**src/hw/rtl/ethernet_ip_header_classifier_top_defines.svh**
```systemverilog
// ----------------------------------------------------------------------------
// Ethernet IP header classifier assertion macros
// Shared assertion forms for the classifier RTL.
// ----------------------------------------------------------------------------
`ifndef ETHERNET_IP_HEADER_CLASSIFIER_TOP_DEFINES_SVH
`define ETHERNET_IP_HEADER_CLASSIFIER_TOP_DEFINES_SVH

// same-cycle implication
`define EHC_ASSERT_NOW(label, clk, rst, ante, cons, msg) \
   label: assert property (@(posedge clk) disable iff (rst) (ante) |-> (cons)) \
      else $error(msg);

// next-cycle implication
`define EHC_ASSERT_NEXT(label, clk, rst, ante, cons, msg) \
   label: assert property (@(posedge clk) disable iff (rst) (ante) |=> (cons)) \
      else $error(msg);

`endif

```
**src/hw/rtl/ehc_pkg.sv**
```systemverilog
// ----------------------------------------------------------------------------
// Ethernet IP header classifier package
// Constants, codes and the result type shared by the classifier files.
// ----------------------------------------------------------------------------
package ehc_pkg;

   localparam int unsigned DEF_MAX_EXT_HEADERS = 8;
   localparam int unsigned DEF_MAX_FRAME_BYTES = 65535;

   localparam logic [15:0] ETYPE_IPV4 = 16'h0800;
   localparam logic [15:0] ETYPE_IPV6 = 16'h86DD;

   localparam logic [3:0] IP_VER4 = 4'd4;
   localparam logic [3:0] IP_VER6 = 4'd6;

   // IP protocol / next-header numbers
   localparam logic [7:0] PROTO_HOPOPT  = 8'd0;
   localparam logic [7:0] PROTO_ICMP    = 8'd1;
   localparam logic [7:0] PROTO_TCP     = 8'd6;
   localparam logic [7:0] PROTO_UDP     = 8'd17;
   localparam logic [7:0] PROTO_ROUTING = 8'd43;
   localparam logic [7:0] PROTO_FRAG    = 8'd44;
   localparam logic [7:0] PROTO_ICMP6   = 8'd58;
   localparam logic [7:0] PROTO_DSTOPT  = 8'd60;

   // reported transport kind
   localparam logic [2:0] KIND_OTHER = 3'd0;
   localparam logic [2:0] KIND_TCP   = 3'd1;
   localparam logic [2:0] KIND_UDP   = 3'd2;
   localparam logic [2:0] KIND_ICMP  = 3'd3;
   localparam logic [2:0] KIND_ICMP6 = 3'd4;

   typedef struct packed {
      logic [2:0]  ip_version;
      logic [2:0]  proto_kind;
      logic [63:0] source_high;
      logic [63:0] source_low;
      logic [63:0] dest_high;
      logic [63:0] dest_low;
      logic [15:0] source_port;
      logic [15:0] dest_port;
      logic [15:0] frame_bytes;
      logic        cut_short;
   } rsp_type;

   typedef struct packed {
      logic frame_open;
   } stat_type;

endpackage

```
**src/hw/rtl/ehc_if.sv**
```systemverilog
// ----------------------------------------------------------------------------
// Ethernet IP header classifier channels
// Valid/ready channels for frame bytes and classification results.
// ----------------------------------------------------------------------------
interface ehc_req_if;
   logic       valid;
   logic       ready;
   logic [7:0] data_byte;
   logic       frame_end;

   modport source (output valid, output data_byte, output frame_end, input ready);
   modport sink   (input valid, input data_byte, input frame_end, output ready);
endinterface

interface ehc_rsp_if;
   logic        valid;
   logic        ready;
   logic [2:0]  ip_version;
   logic [2:0]  proto_kind;
   logic [63:0] source_high;
   logic [63:0] source_low;
   logic [63:0] dest_high;
   logic [63:0] dest_low;
   logic [15:0] source_port;
   logic [15:0] dest_port;
   logic [15:0] frame_bytes;
   logic        cut_short;

   modport source (output valid, output ip_version, output proto_kind,
                   output source_high, output source_low, output dest_high,
                   output dest_low, output source_port, output dest_port,
                   output frame_bytes, output cut_short, input ready);
   modport sink   (input valid, input ip_version, input proto_kind,
                   input source_high, input source_low, input dest_high,
                   input dest_low, input source_port, input dest_port,
                   input frame_bytes, input cut_short, output ready);
endinterface

```
**src/hw/rtl/ehc_parser.sv**
```systemverilog
// ----------------------------------------------------------------------------
// Ethernet IP header classifier parser
// Per-frame header state, updated once per byte step; builds the result.
// ----------------------------------------------------------------------------
module ehc_parser #(
   parameter int unsigned MAX_EXT_HEADERS = ehc_pkg::DEF_MAX_EXT_HEADERS,
   parameter int unsigned MAX_FRAME_BYTES = ehc_pkg::DEF_MAX_FRAME_BYTES
) (
   input  logic              clock,
   input  logic              reset,
   input  logic              step,
   input  logic [7:0]        data_byte,
   input  logic              frame_end,
   output ehc_pkg::rsp_type  rsp,
   output logic              rsp_ok,
   output ehc_pkg::stat_type stat
);

   localparam int unsigned CHAIN_W = $clog2(MAX_EXT_HEADERS + 1);

   localparam logic [15:0] POS_TYPE_HI = 16'd12;
   localparam logic [15:0] POS_TYPE_LO = 16'd13;
   localparam logic [15:0] POS_VER     = 16'd14;
   localparam logic [15:0] POS_V6_NH   = 16'd20;
   localparam logic [15:0] POS_V4_PROT = 16'd23;
   localparam logic [15:0] POS_V4_SRC  = 16'd26;
   localparam logic [15:0] POS_V4_DST  = 16'd30;
   localparam logic [15:0] POS_V4_END  = 16'd33;
   localparam logic [15:0] POS_V4_L4   = 16'd34;
   localparam logic [15:0] POS_V6_SRC  = 16'd22;
   localparam logic [15:0] POS_V6_DST  = 16'd38;
   localparam logic [15:0] POS_V6_END  = 16'd53;
   localparam logic [15:0] POS_V6_L4   = 16'd54;

   typedef struct packed {
      logic [15:0]              pos;
      logic [7:0]               type_hi;
      logic [3:0]               ver;
      logic [15:0]              bound;
      logic [7:0]               nxt;
      logic [CHAIN_W-1:0]       chain;
      logic [1:0][7:0][7:0]     src;
      logic [1:0][7:0][7:0]     dst;
      logic [1:0][1:0][7:0]     ports;
      logic                     rej;
      logic [2:0]               kind;
      logic                     resolved;
      logic                     addr_done;
      logic                     len_pend;
      logic                     frag;
      logic [2:0]               port_got;
   } frame_type;

   frame_type st_ff, st_in, upd;

   function automatic logic is_ext(input logic [7:0] t);
      return (t == ehc_pkg::PROTO_HOPOPT) || (t == ehc_pkg::PROTO_ROUTING) ||
             (t == ehc_pkg::PROTO_DSTOPT) || (t == ehc_pkg::PROTO_FRAG);
   endfunction

   // {resolve, kind} for an IPv6 next-header value
   function automatic logic [3:0] v6_next(input logic [7:0] t,
                                           input logic [CHAIN_W-1:0] cnt);
      logic [2:0] k;
      k = ehc_pkg::KIND_OTHER;
      if (t == ehc_pkg::PROTO_TCP)        k = ehc_pkg::KIND_TCP;
      else if (t == ehc_pkg::PROTO_UDP)   k = ehc_pkg::KIND_UDP;
      else if (t == ehc_pkg::PROTO_ICMP6) k = ehc_pkg::KIND_ICMP6;
      if (is_ext(t)) begin
         return {(cnt >= CHAIN_W'(MAX_EXT_HEADERS)), ehc_pkg::KIND_OTHER};
      end
      return {1'b1, k};
   endfunction

   logic [15:0] p;
   logic [16:0] port_at;
   logic [16:0] len_at;
   logic [16:0] nb;
   logic [3:0]  ihl;
   logic [3:0]  nx;
   logic [3:0]  ak;
   logic [1:0]  v4k;
   logic        can_port;
   logic        need_ports;

   always_comb begin
      upd      = st_ff;
      p        = st_ff.pos;
      port_at  = {1'b0, st_ff.bound} + {14'd0, st_ff.port_got};
      len_at   = {1'b0, st_ff.bound} + 17'd1;
      nb       = {1'b0, st_ff.bound} + 17'd8 +
                 (st_ff.frag ? 17'd0 : {6'd0, data_byte, 3'd0});
      ihl      = (data_byte[3:0] < 4'd5) ? 4'd5 : data_byte[3:0];
      nx       = '0;
      ak       = 4'(p - POS_V6_SRC);
      v4k      = 2'(p - POS_V4_SRC);
      can_port = st_ff.resolved && !st_ff.len_pend && (st_ff.port_got < 3'd4) &&
                 ((st_ff.kind == ehc_pkg::KIND_TCP) || (st_ff.kind == ehc_pkg::KIND_UDP)) &&
                 ({1'b0, p} == port_at);
      if (p < 16'(MAX_FRAME_BYTES)) begin
         upd.pos = p + 16'd1;
         if (!st_ff.rej) begin
            if (p == POS_TYPE_HI) begin
               upd.type_hi = data_byte;
            end else if (p == POS_TYPE_LO) begin
               if (({st_ff.type_hi, data_byte} != ehc_pkg::ETYPE_IPV4) &&
                   ({st_ff.type_hi, data_byte} != ehc_pkg::ETYPE_IPV6)) begin
                  upd.rej = 1'b1;
               end
            end else if (p == POS_VER) begin
               upd.ver = data_byte[7:4];
               if (data_byte[7:4] == ehc_pkg::IP_VER4) begin
                  upd.bound = 16'd14 + {10'd0, ihl, 2'd0};
               end else if (data_byte[7:4] == ehc_pkg::IP_VER6) begin
                  upd.bound = POS_V6_L4;
               end else begin
                  upd.rej = 1'b1;
               end
            end else if (p > POS_VER) begin
               if (st_ff.ver == ehc_pkg::IP_VER4) begin
                  if (p == POS_V4_PROT) begin
                     upd.nxt      = data_byte;
                     upd.resolved = 1'b1;
                     if (data_byte == ehc_pkg::PROTO_TCP)       upd.kind = ehc_pkg::KIND_TCP;
                     else if (data_byte == ehc_pkg::PROTO_UDP)  upd.kind = ehc_pkg::KIND_UDP;
                     else if (data_byte == ehc_pkg::PROTO_ICMP) upd.kind = ehc_pkg::KIND_ICMP;
                     else                                       upd.kind = ehc_pkg::KIND_OTHER;
                  end else if ((p >= POS_V4_SRC) && (p < POS_V4_DST)) begin
                     upd.src[1][{1'b0, ~v4k}] = data_byte;
                  end else if ((p >= POS_V4_DST) && (p <= POS_V4_END)) begin
                     upd.dst[1][{1'b0, ~v4k}] = data_byte;
                     if (p == POS_V4_END) upd.addr_done = 1'b1;
                  end
                  if ((p >= POS_V4_L4) && can_port) begin
                     upd.ports[st_ff.port_got[1]][~st_ff.port_got[0]] = data_byte;
                     upd.port_got = st_ff.port_got + 3'd1;
                  end
               end else begin
                  if (p == POS_V6_NH) begin
                     nx      = v6_next(data_byte, st_ff.chain);
                     upd.nxt = data_byte;
                     if (nx[3]) begin
                        upd.resolved = 1'b1;
                        upd.kind     = nx[2:0];
                     end
                  end else if ((p >= POS_V6_SRC) && (p < POS_V6_DST)) begin
                     upd.src[ak[3]][~ak[2:0]] = data_byte;
                  end else if ((p >= POS_V6_DST) && (p <= POS_V6_END)) begin
                     upd.dst[ak[3]][~ak[2:0]] = data_byte;
                     if (p == POS_V6_END) upd.addr_done = 1'b1;
                  end else if (p >= POS_V6_L4) begin
                     if (st_ff.len_pend) begin
                        if ({1'b0, p} == len_at) begin
                           upd.bound    = nb[16] ? 16'hFFFF : nb[15:0];
                           upd.len_pend = 1'b0;
                        end
                     end else if (!st_ff.resolved && is_ext(st_ff.nxt) &&
                                  (p == st_ff.bound)) begin
                        upd.frag     = (st_ff.nxt == ehc_pkg::PROTO_FRAG);
                        upd.len_pend = 1'b1;
                        upd.chain    = st_ff.chain + CHAIN_W'(1);
                        upd.nxt      = data_byte;
                        nx           = v6_next(data_byte, st_ff.chain + CHAIN_W'(1));
                        if (nx[3]) begin
                           upd.resolved = 1'b1;
                           upd.kind     = nx[2:0];
                        end
                     end else if (can_port) begin
                        upd.ports[st_ff.port_got[1]][~st_ff.port_got[0]] = data_byte;
                        upd.port_got = st_ff.port_got + 3'd1;
                     end
                  end
               end
            end
         end
      end
   end

   // build the result from the updated frame state
   always_comb begin
      need_ports      = (upd.kind == ehc_pkg::KIND_TCP) || (upd.kind == ehc_pkg::KIND_UDP);
      rsp_ok          = !upd.rej && ((upd.ver == ehc_pkg::IP_VER4) ||
                                     (upd.ver == ehc_pkg::IP_VER6));
      rsp.ip_version  = upd.ver[2:0];
      rsp.proto_kind  = upd.kind;
      rsp.source_high = upd.src[0];
      rsp.source_low  = upd.src[1];
      rsp.dest_high   = upd.dst[0];
      rsp.dest_low    = upd.dst[1];
      rsp.source_port = upd.ports[0];
      rsp.dest_port   = upd.ports[1];
      rsp.frame_bytes = upd.pos;
      rsp.cut_short   = !(upd.addr_done && upd.resolved &&
                          (!need_ports || (upd.port_got == 3'd4)));
      st_in           = frame_end ? '0 : upd;
      stat.frame_open = (st_ff.pos != 16'd0);
   end

   always_ff @(posedge clock) begin
      if (reset) begin
         st_ff <= '0;
      end else if (step) begin
         st_ff <= st_in;
      end
   end

endmodule

```
**src/hw/rtl/ethernet_ip_header_classifier_top.sv**
```systemverilog
// A byte waits in the byte register; a last byte's step loads any result.
// Throughput: one byte per cycle; the byte register advances every cycle unless a
//   held result blocks a frame's last byte, and the result register loads on last bytes.
// Reset: synchronous, active high; clears frame state and both valid flags.
// A frame ending before byte 14, or with a wrong ethertype or IP version, yields
//   no result.
// ----------------------------------------------------------------------------
// Ethernet IP header classifier top level
// Byte-stream Ethernet IPv4/IPv6 parser reporting the five-tuple per frame.
// ----------------------------------------------------------------------------
`include "ethernet_ip_header_classifier_top_defines.svh"

module ethernet_ip_header_classifier_top #(
   parameter int unsigned MAX_EXT_HEADERS = ehc_pkg::DEF_MAX_EXT_HEADERS,
   parameter int unsigned MAX_FRAME_BYTES = ehc_pkg::DEF_MAX_FRAME_BYTES
) (
   input  logic     clock,
   input  logic     reset,
   ehc_req_if.sink  req_chan,
   ehc_rsp_if.source rsp_chan
);

   // byte register: holds one transferred byte until the parser steps
   logic       s1_v_ff, s1_v_in;
   logic [7:0] s1_byte_ff;
   logic       s1_last_ff;

   // result register
   logic             rsp_v_ff, rsp_v_in;
   ehc_pkg::rsp_type rsp_ff;

   ehc_pkg::rsp_type  prs_rsp;
   ehc_pkg::stat_type prs_stat;
   logic              prs_ok;

   logic out_free;
   logic adv;
   logic req_fire;
   logic rsp_load;

   // the result register frees when empty or when its transfer completes
   assign out_free = !rsp_v_ff || rsp_chan.ready;
   // only a frame's last byte needs room in the result register
   assign adv      = s1_v_ff && (!s1_last_ff || out_free);
   assign req_fire = req_chan.valid && req_chan.ready;
   assign rsp_load = adv && s1_last_ff && prs_ok;

   assign req_chan.ready = !s1_v_ff || adv;

   always_comb begin
      s1_v_in = s1_v_ff;
      if (req_fire)  s1_v_in = 1'b1;
      else if (adv)  s1_v_in = 1'b0;
      rsp_v_in = rsp_v_ff;
      if (rsp_load)            rsp_v_in = 1'b1;
      else if (rsp_chan.ready) rsp_v_in = 1'b0;
   end

   always_ff @(posedge clock) begin
      if (reset) begin
         s1_v_ff  <= 1'b0;
         rsp_v_ff <= 1'b0;
      end else begin
         s1_v_ff  <= s1_v_in;
         rsp_v_ff <= rsp_v_in;
      end
   end

   // capture payloads; no reset needed
   always_ff @(posedge clock) begin
      if (req_fire) begin
         s1_byte_ff <= req_chan.data_byte;
         s1_last_ff <= req_chan.frame_end;
      end
      if (rsp_load) begin
         rsp_ff <= prs_rsp;
      end
   end

   ehc_parser #(
      .MAX_EXT_HEADERS (MAX_EXT_HEADERS),
      .MAX_FRAME_BYTES (MAX_FRAME_BYTES)
   ) u_parser (
      .clock     (clock),
      .reset     (reset),
      .step      (adv),
      .data_byte (s1_byte_ff),
      .frame_end (s1_last_ff),
      .rsp       (prs_rsp),
      .rsp_ok    (prs_ok),
      .stat      (prs_stat)
   );

   // drive the result channel
   assign rsp_chan.valid       = rsp_v_ff;
   assign rsp_chan.ip_version  = rsp_ff.ip_version;
   assign rsp_chan.proto_kind  = rsp_ff.proto_kind;
   assign rsp_chan.source_high = rsp_ff.source_high;
   assign rsp_chan.source_low  = rsp_ff.source_low;
   assign rsp_chan.dest_high   = rsp_ff.dest_high;
   assign rsp_chan.dest_low    = rsp_ff.dest_low;
   assign rsp_chan.source_port = rsp_ff.source_port;
   assign rsp_chan.dest_port   = rsp_ff.dest_port;
   assign rsp_chan.frame_bytes = rsp_ff.frame_bytes;
   assign rsp_chan.cut_short   = rsp_ff.cut_short;

   // a byte arriving into a full byte register must see it advance
   `EHC_ASSERT_NOW(a_no_overrun, clock, reset, req_fire && s1_v_ff, adv,
      "byte register overrun")
   // frame state returns to the start once the last byte steps through
   `EHC_ASSERT_NEXT(a_frame_clear, clock, reset, adv && s1_last_ff,
      !prs_stat.frame_open, "frame state not cleared after last byte")
   // a delivered result always carries IPv4 or IPv6
   `EHC_ASSERT_NOW(a_version, clock, reset, rsp_v_ff,
      (rsp_ff.ip_version == 3'(ehc_pkg::IP_VER4)) || (rsp_ff.ip_version == 3'(ehc_pkg::IP_VER6)),
      "result with bad IP version")

endmodule
```
**src/flat_wrapper.sv**
```systemverilog
// flat-port wrapper written by rule: the top's interface ports become plain ports
module ethernet_ip_header_classifier_top_flat 
#(
   parameter int unsigned MAX_EXT_HEADERS = ehc_pkg::DEF_MAX_EXT_HEADERS,
   parameter int unsigned MAX_FRAME_BYTES = ehc_pkg::DEF_MAX_FRAME_BYTES
)
  (clock, reset, req_chan_valid, req_chan_data_byte, req_chan_frame_end, req_chan_ready, rsp_chan_valid, rsp_chan_ip_version, rsp_chan_proto_kind, rsp_chan_source_high, rsp_chan_source_low, rsp_chan_dest_high, rsp_chan_dest_low, rsp_chan_source_port, rsp_chan_dest_port, rsp_chan_frame_bytes, rsp_chan_cut_short, rsp_chan_ready);
  ehc_req_if req_chan_i ();
  ehc_rsp_if rsp_chan_i ();
  input  logic clock;
  input  logic reset;
  input wire logic [$bits(req_chan_i.valid)-1:0] req_chan_valid;
  input wire logic [$bits(req_chan_i.data_byte)-1:0] req_chan_data_byte;
  input wire logic [$bits(req_chan_i.frame_end)-1:0] req_chan_frame_end;
  output wire logic [$bits(req_chan_i.ready)-1:0] req_chan_ready;
  output wire logic [$bits(rsp_chan_i.valid)-1:0] rsp_chan_valid;
  output wire logic [$bits(rsp_chan_i.ip_version)-1:0] rsp_chan_ip_version;
  output wire logic [$bits(rsp_chan_i.proto_kind)-1:0] rsp_chan_proto_kind;
  output wire logic [$bits(rsp_chan_i.source_high)-1:0] rsp_chan_source_high;
  output wire logic [$bits(rsp_chan_i.source_low)-1:0] rsp_chan_source_low;
  output wire logic [$bits(rsp_chan_i.dest_high)-1:0] rsp_chan_dest_high;
  output wire logic [$bits(rsp_chan_i.dest_low)-1:0] rsp_chan_dest_low;
  output wire logic [$bits(rsp_chan_i.source_port)-1:0] rsp_chan_source_port;
  output wire logic [$bits(rsp_chan_i.dest_port)-1:0] rsp_chan_dest_port;
  output wire logic [$bits(rsp_chan_i.frame_bytes)-1:0] rsp_chan_frame_bytes;
  output wire logic [$bits(rsp_chan_i.cut_short)-1:0] rsp_chan_cut_short;
  input wire logic [$bits(rsp_chan_i.ready)-1:0] rsp_chan_ready;
  assign req_chan_i.valid = req_chan_valid;
  assign req_chan_i.data_byte = req_chan_data_byte;
  assign req_chan_i.frame_end = req_chan_frame_end;
  assign req_chan_ready = req_chan_i.ready;
  assign rsp_chan_valid = rsp_chan_i.valid;
  assign rsp_chan_ip_version = rsp_chan_i.ip_version;
  assign rsp_chan_proto_kind = rsp_chan_i.proto_kind;
  assign rsp_chan_source_high = rsp_chan_i.source_high;
  assign rsp_chan_source_low = rsp_chan_i.source_low;
  assign rsp_chan_dest_high = rsp_chan_i.dest_high;
  assign rsp_chan_dest_low = rsp_chan_i.dest_low;
  assign rsp_chan_source_port = rsp_chan_i.source_port;
  assign rsp_chan_dest_port = rsp_chan_i.dest_port;
  assign rsp_chan_frame_bytes = rsp_chan_i.frame_bytes;
  assign rsp_chan_cut_short = rsp_chan_i.cut_short;
  assign rsp_chan_i.ready = rsp_chan_ready;
  ethernet_ip_header_classifier_top #(.MAX_EXT_HEADERS(MAX_EXT_HEADERS), .MAX_FRAME_BYTES(MAX_FRAME_BYTES)) u_core (.clock(clock), .reset(reset), .req_chan(req_chan_i), .rsp_chan(rsp_chan_i));
endmodule
```
**config.mk**
```make
export PLATFORM = sky130hd
export DESIGN_NAME = ethernet_ip_header_classifier_top_flat
export DESIGN_NICKNAME = d
export VERILOG_FILES = /design/src/hw/rtl/ehc_pkg.sv /design/src/hw/rtl/ehc_if.sv /design/src/hw/rtl/ehc_parser.sv /design/src/hw/rtl/ethernet_ip_header_classifier_top.sv /design/src/flat_wrapper.sv
export VERILOG_INCLUDE_DIRS = /design/src /design/src/hw/rtl
export SDC_FILE = /design/constraint.sdc
export NUM_CORES = 1
export LEC_CHECK = 0
export BUFFER_PORTS_ARGS = -buffer_cell sky130_fd_sc_hd__buf_2
export CAP_MARGIN = 5
export CORE_UTILIZATION = 50
export DETAILED_ROUTE_END_ITERATION = 10
export HOLD_SLACK_MARGIN = 0.08
export PLACE_DENSITY = 0.7
export SETUP_SLACK_MARGIN = 0.15
export SYNTH_ARGS = -nofsm -noshare
export SYNTH_HDL_FRONTEND = slang
export SYNTH_SLANG_ARGS = --single-unit
export TNS_END_PERCENT = 10
```
**constraint.sdc**
```tcl
create_clock -name clock -period 24.1 [get_ports clock]
set_clock_uncertainty 0.1 [all_clocks]
set_input_delay 3.615 -clock clock [delete_from_list [all_inputs] [get_ports clock]]
set_output_delay 3.615 -clock clock [all_outputs]
set_load 0.005 [all_outputs]
```
==> results.cfg, run 1 <==
[sta]
max_freq_ghz = 0.121
tightest_slew_ns = 1.34
final.setup.tns_ns = 0
drv_slew = 0
period_share_pct = 34.2
rsz0062_at_grt = no
setup_ws_ns = 15.86
setup_viol = 0
maxSlewHeadroom_pct = 10.4
holdWs_ns = 0.354
hold_violations = 0
period_needed_ns = 8.24

[floorplanning]
io-pin-count = 326
dieArea_um2 = 60500
fp-row-count = 89
start_util_pct = 50.5
chipHeight_um = 246
die_w_um = 246
core_area_um2 = 58900

[clock_network]
cts_setup_buffers = 0
holdBufCountCts = 0
cts.path.max_buffers = 3
cts.reportedPaths.clkPinSlew_ns = 0.06
cts.sinks = 677
tritoncts = done
clockRootBuffer = clkbuf_16
htreeDepth = 3
post_cts_resized = 0
numCtsBuffers = 70
clock_latency_ns = 0.62

[placed_design]
dp_hpwl_um = 55700
gp_congestion = 0.908
pre_cts_ws_ns = 15.84
port-buffer-count = 325
dp_cells = 3517

[synthesis]
synth_area_um2 = 29800
yosysWarnings = 0
async_reset_ff_share_pct = 0
ys_seq_area_share_pct = 56.3
synth_nets = 2627
syn_inst = 2581
ys_ff_latch = 677
ys.flop_type = dfxtp_1
syn_avg_cell_area_um2 = 11.5
ys_types = 91
synth-edff-count = 320

[layout]
layout_commonest_cell = dfxtp_1
final_cell_mix = 357 x dfxtp_1, 330 x nor2_1, 324 x buf_2
final_net_count = 2862
final_util_pct = 58.0
fin_cells = 3648
nFillCells = 4787
syn2layout_area_growth_pct = 14.8
drive_above_1_share_pct = 28.3

[worst_hold_path]
whs_endpoint = u_core.u_parser.st_ff[134]$_SDFFE_PP0P_
whs_path_depth = 2
hp-class = flop to flop
hp-start = u_core.u_parser.st_ff[134]$_SDFFE_PP0P_

[power_and_ir_drop]
peakVddDrop_v = 0.0000589
power.density_nw_per_um2 = 69.5
p_leak_uw = 0.0140

[status]
status = completed

[grt]
grt_use_total_pct = 28.0
grt_max_degree = 191
antenna_found_initial = 3
grt_overflow = 0
grt_pass1_vias = 21600
grt_first_pass_wirelength_um = 130000

[critical_path]
ff2ff_setup_slack_ns = 19.12
worstPathCellList = buf_2 > nor2b_1 > nand3_1 > buf_2
crit_type = input port to primary output
slowest_delay_ns = 0.44
required_ns = 20.38
cpMaxStageDelayCell = nor2b_1
worst_r2r_path_depth = 9
crit_path_end_kind = primary output
crit_path_frequent_cell = buf_2
cp_data_arrival_time_ns = 4.52
reg2reg_from = u_core.u_parser.p[1]$_SDFFE_PP0P_
startpoint_type = input port
worstReg2RegEnd = u_core.rsp_chan.dest_high[21]$_DFFE_PP_
crit_fanout = 4

[route]
vias = 22600
viasPerCell = 6.19
wl_per_cell_um = 23.8
wl_um = 86900
drc = 0
ant_nets = 0
drtPass1Iterations = 8
drt_iter0_drc = 2110

[flow_run]
cap_violations = 0
-- area by class of cell --
cell class	instances	area, µm²	area share [%]
tap	773	967	2.83
multi-input combinational	1675	12100	35.5
timing repair buffer	365	1950	5.70
inverter	27	101	0.297
clock inverter	32	362	1.06
clock buffer	98	1920	5.62
antenna	1	2.50	0.00732
sequential	677	16800	49.0
-- cell usage after synthesis, drive strengths merged (14+ instances only) --
| master | number | area (µm²) |
|---|---|---|
| xor2 | 27 | 236 |
| clkbuf | 145 | 544 |
| nor2b | 22 | 138 |
| nor3 | 39 | 210 |
| a22oi | 224 | 1680 |
| ha | 31 | 388 |
| o21ai | 56 | 292 |
| nor2 | 336 | 1280 |
| nand3 | 53 | 275 |
| nand4 | 26 | 188 |
| xnor2 | 29 | 254 |
| a22o | 17 | 149 |
| a32o | 28 | 280 |
| nand2 | 105 | 404 |
| mux2 | 293 | 3300 |
| buf | 57 | 277 |
| o211ai | 15 | 113 |
| a32oi | 30 | 270 |
| dfxtp | 357 | 7150 |
| a21o | 28 | 210 |
| inv | 26 | 97.6 |
| and2 | 14 | 87.6 |
| nor4 | 22 | 190 |
| edfxtp | 320 | 9610 |
| a21oi | 66 | 334 |
-- routing by layer --
| metal | vias to the layer above | part of all wire, % | GRT usage [%] |
|---|---|---|---|
| li1 | 10200 | - | - |
| met5 | - | 0.015 | 0 |
| met4 | 2 | 3.0 | 9.66 |
| met1 | 11300 | 43 | 37.8 |
| met2 | 984 | 47 | 45.0 |
| met3 | 174 | 7.7 | 5.09 |
-- metrics by stage --
step | instance area, µm² | total power, µW
after floorplan | 29800 | 1280
after global placement | 31900 | 1310
after detailed placement | 31900 | 1310
after CTS | 34200 | 2390
after global routing | 34200 | 2440
final | 34200 | 2380
-- critical path: cells and delay by family --
kind / cells / cell delay, ns
AND/OR/NAND/NOR: 2 / 0.62
buffers and inverters: 2 / 0.28
-- cells by family (layout without fill, tap and decap cells) --
logic type | count (synthesis) | count (layout) | share of synthesized area, %
flip-flops | 677 | 677 | 56.3
other | 0 | 1 | 0
AO/OA/AOI/OAI | 555 | 555 | 13.8
adder cells (fa/ha/maj) | 33 | 33 | 1.44
AND/OR/NAND/NOR | 729 | 729 | 12.3
XOR/XNOR | 57 | 57 | 1.73
multiplexers | 301 | 301 | 11.4
buffers and inverters | 229 | 522 | 3.10
-- how the worst max path moves through the flow --
stage,depth (start not counted),slack (ns),end,from
detailed placement,4,15.84,req_chan_ready,rsp_chan_ready
CTS,4,15.84,req_chan_ready,rsp_chan_ready
floorplan,7,11.79,u_core.rsp_chan.cut_short$_DFFE_PP_,rsp_chan_ready
global route,4,15.83,req_chan_ready,rsp_chan_ready
global placement,4,15.85,req_chan_ready,rsp_chan_ready
finish,4,15.86,req_chan_ready,rsp_chan_ready
-- registers in the layout, indices dropped and copies added (netlist names) --
signal / flops
u_core.rsp_chan.proto_kind: 3
u_core.s1_last_ff: 1
u_core.rsp_chan.dest_high: 64
u_core.rsp_chan.source_low: 64
u_core.s1_v_ff: 1
u_core.rsp_chan.cut_short: 1
u_core.rsp_chan.dest_port: 16
u_core.rsp_chan.ip_version: 3
u_core.u_parser.st_ff: 339
u_core.s1_byte_ff: 8
u_core.rsp_chan.source_port: 16
u_core.rsp_chan.source_high: 64
u_core.rsp_chan.valid: 1
u_core.rsp_chan.dest_low: 64
u_core.rsp_chan.frame_bytes: 16
u_core.u_parser.p: 16
-- power breakdown --
part           internal [µW]  leakage (µW)  switching (µW)  total [µW]
clock network            620       0.00112             467        1090
registers               1190       0.00656            1.79        1200
logic                   15.5       0.00636            76.8        92.3
total                   1830        0.0140             546        2380
Power figures use the tool's default switching activity.
==> inputs of run 2 (changes only) <==
- PLACE_DENSITY: 0.7 -> 0.72
- clock period: 24.1 -> 7.4 ns (I/O delays scaled with it)
==> results.cfg, run 2 (synthesis results as in run 1) <==
[layout]
syn2layout_area_growth_pct = 15.0
largest-register = u_core.u_parser.st_ff
drive_above_1_share_pct = 28.4
largest_reg_flops = 339
multi_input_area_um2 = 12100
nFillCells = 4690
regArea_um2 = 16800
final_net_count = 2859
final_cell_mix = 357 x dfxtp_1, 330 x nor2_1, 324 x buf_2
layout_commonest_cell = dfxtp_1

[grt]
grt_pass1_vias = 21500
grt_overflow = 0
antenna_found_initial = 1
grtUsageMet2_pct = 45.6
use_met1_pct = 37.8
busiest_layer = met2
grt_use_total_pct = 28.1
grt_first_pass_wirelength_um = 130000
met3_usage_pct = 4.43
grt_max_degree = 108

[route]
drc = 0
drtPass1Iterations = 6
wl_um = 87800
ant_nets = 0
wl_per_cell_um = 24.1
drt_iter0_drc = 2326
viasPerCell = 6.20
vias = 22600

[floorplanning]
core_area_um2 = 58900
start_util_pct = 50.5
chipHeight_um = 246
dieArea_um2 = 60500
die_w_um = 246
io-pin-count = 326
fp-row-count = 89

[worst_hold_path]
hp-class = flop to flop
whs_path_depth = 2
hp-start = u_core.u_parser.st_ff[309]$_SDFFE_PP0P_
whs_endpoint = u_core.u_parser.st_ff[309]$_SDFFE_PP0P_

[critical_path]
reg2reg_from = u_core.u_parser.p[1]$_SDFFE_PP0P_
ff2ff_setup_slack_ns = 2.70
crit_type = flop to flop
crit_path_end_kind = flop
crit_fanout = 104
cp_data_arrival_time_ns = 4.83
startpoint_type = flop
worstReg2RegEnd = u_core.rsp_chan.frame_bytes[12]$_DFFE_PP_
required_ns = 7.53
worst_r2r_path_depth = 9

[sta]
final.setup.tns_ns = 0
drv_slew = 0
maxSlewHeadroom_pct = 24.2
period_needed_ns = 4.70
tightest_slew_ns = 1.13
hold_violations = 0
holdWs_ns = 0.350
setup_viol = 0
period_share_pct = 63.6
max_freq_ghz = 0.213
rsz0062_at_grt = no

[clock_network]
numCtsBuffers = 69
htreeDepth = 3
holdBufCountCts = 0
cts.sinks = 677
clock_latency_ns = 0.61
cts.reportedPaths.clkPinSlew_ns = 0.06
post_cts_resized = 0
tritoncts = done
cts.path.max_buffers = 3
cts_setup_buffers = 0
clockRootBuffer = clkbuf_16

[placed_design]
dp_hpwl_um = 56200
port-buffer-count = 325
gp_congestion = 0.943

[power_and_ir_drop]
p_leak_uw = 0.0141
power.density_nw_per_um2 = 228
peakVddDrop_v = 0.000166

[flow_run]
cap_violations = 0

[status]
status = completed
==> run 2: changes by cell type in the layout (fill, tap and decap cells not counted), sizes merged <==
| cell | previous run | this run |
|---|---|---|
| clkinvlp | 1 | 5 |
| buf | 365 | 363 |
| bufinv | 5 | 8 |
| clkinv | 20 | 23 |
| clkbuf | 98 | 86 |
==> run 2: layout make-up <==
class                   count  area share [%]
clock buffers              86            5.44
multi-input cells        1675            35.4
flip-flops and latches    677            48.9
repair buffers            363            5.68
inverters                  27           0.296
well taps                 773            2.82
diodes                      1         0.00731
clock inverters            42            1.44
==> run 2: metrics by stage <==
step / total power, µW / cells / worst slack (ns) / cell area, µm² / util (%)
6_report: 7810 / 3644 / 2.70 / 34300 / 58.1
5_1_grt: 8010 / 3643 / 2.44 / 34200 / 58.1
4_1_cts: 7850 / 3643 / 2.83 / 34200 / 58.1
3_5_place_dp: 4270 / 3515 / 2.86 / 31900 / 54.1
3_3_place_gp: 4270 / 3515 / 3.00 / 31900 / 54.1
2_1_floorplan: 4150 / 2581 / 0.803 / 29800 / -
==> run 2: worst max-delay path by stage <==
stage,to,cells after the start,start,slack [ns]
4_1_cts,u_core.rsp_chan.source_high[3]$_DFFE_PP_,9,u_core.u_parser.p[1]$_SDFFE_PP0P_,2.83
5_1_grt,u_core.rsp_chan.frame_bytes[12]$_DFFE_PP_,9,u_core.u_parser.p[1]$_SDFFE_PP0P_,2.44
2_1_floorplan,u_core.rsp_chan.cut_short$_DFFE_PP_,9,u_core.u_parser.p[1]$_SDFFE_PP0P_,0.80
6_report,u_core.rsp_chan.frame_bytes[12]$_DFFE_PP_,9,u_core.u_parser.p[1]$_SDFFE_PP0P_,2.70
3_5_place_dp,u_core.rsp_chan.source_low[1]$_DFFE_PP_,9,u_core.u_parser.p[1]$_SDFFE_PP0P_,2.86
3_3_place_gp,u_core.rsp_chan.source_low[1]$_DFFE_PP_,9,rsp_chan_ready,3.00
==> run 2: critical path, cell delays in order, from the launching register on <==
cell	delay, ns
dfxtp_1	0.84
ha_1	0.50
nand4_1	0.19
nor2_1	0.18
nand2_1	0.31
nand2b_1	0.27
nor3_2	0.13
mux2_2	0.28
and3_4	0.86
buf_12	0.50
==> run 2: routing by layer <==
layer	up-vias	wire, µm
met1	11200	36900
met4	0	2760
met2	1029	41600
met5	-	0
li1	10100	-
met3	172	6450
==> run 2: power by group <==
group,switching [µW],internal [µW],total (µW),leakage (µW)
Combinational,248,48.9,297,0.00635
Clock,1510,2100,3610,0.00115
Sequential,9.65,3890,3900,0.00656
Total,1770,6040,7810,0.0141
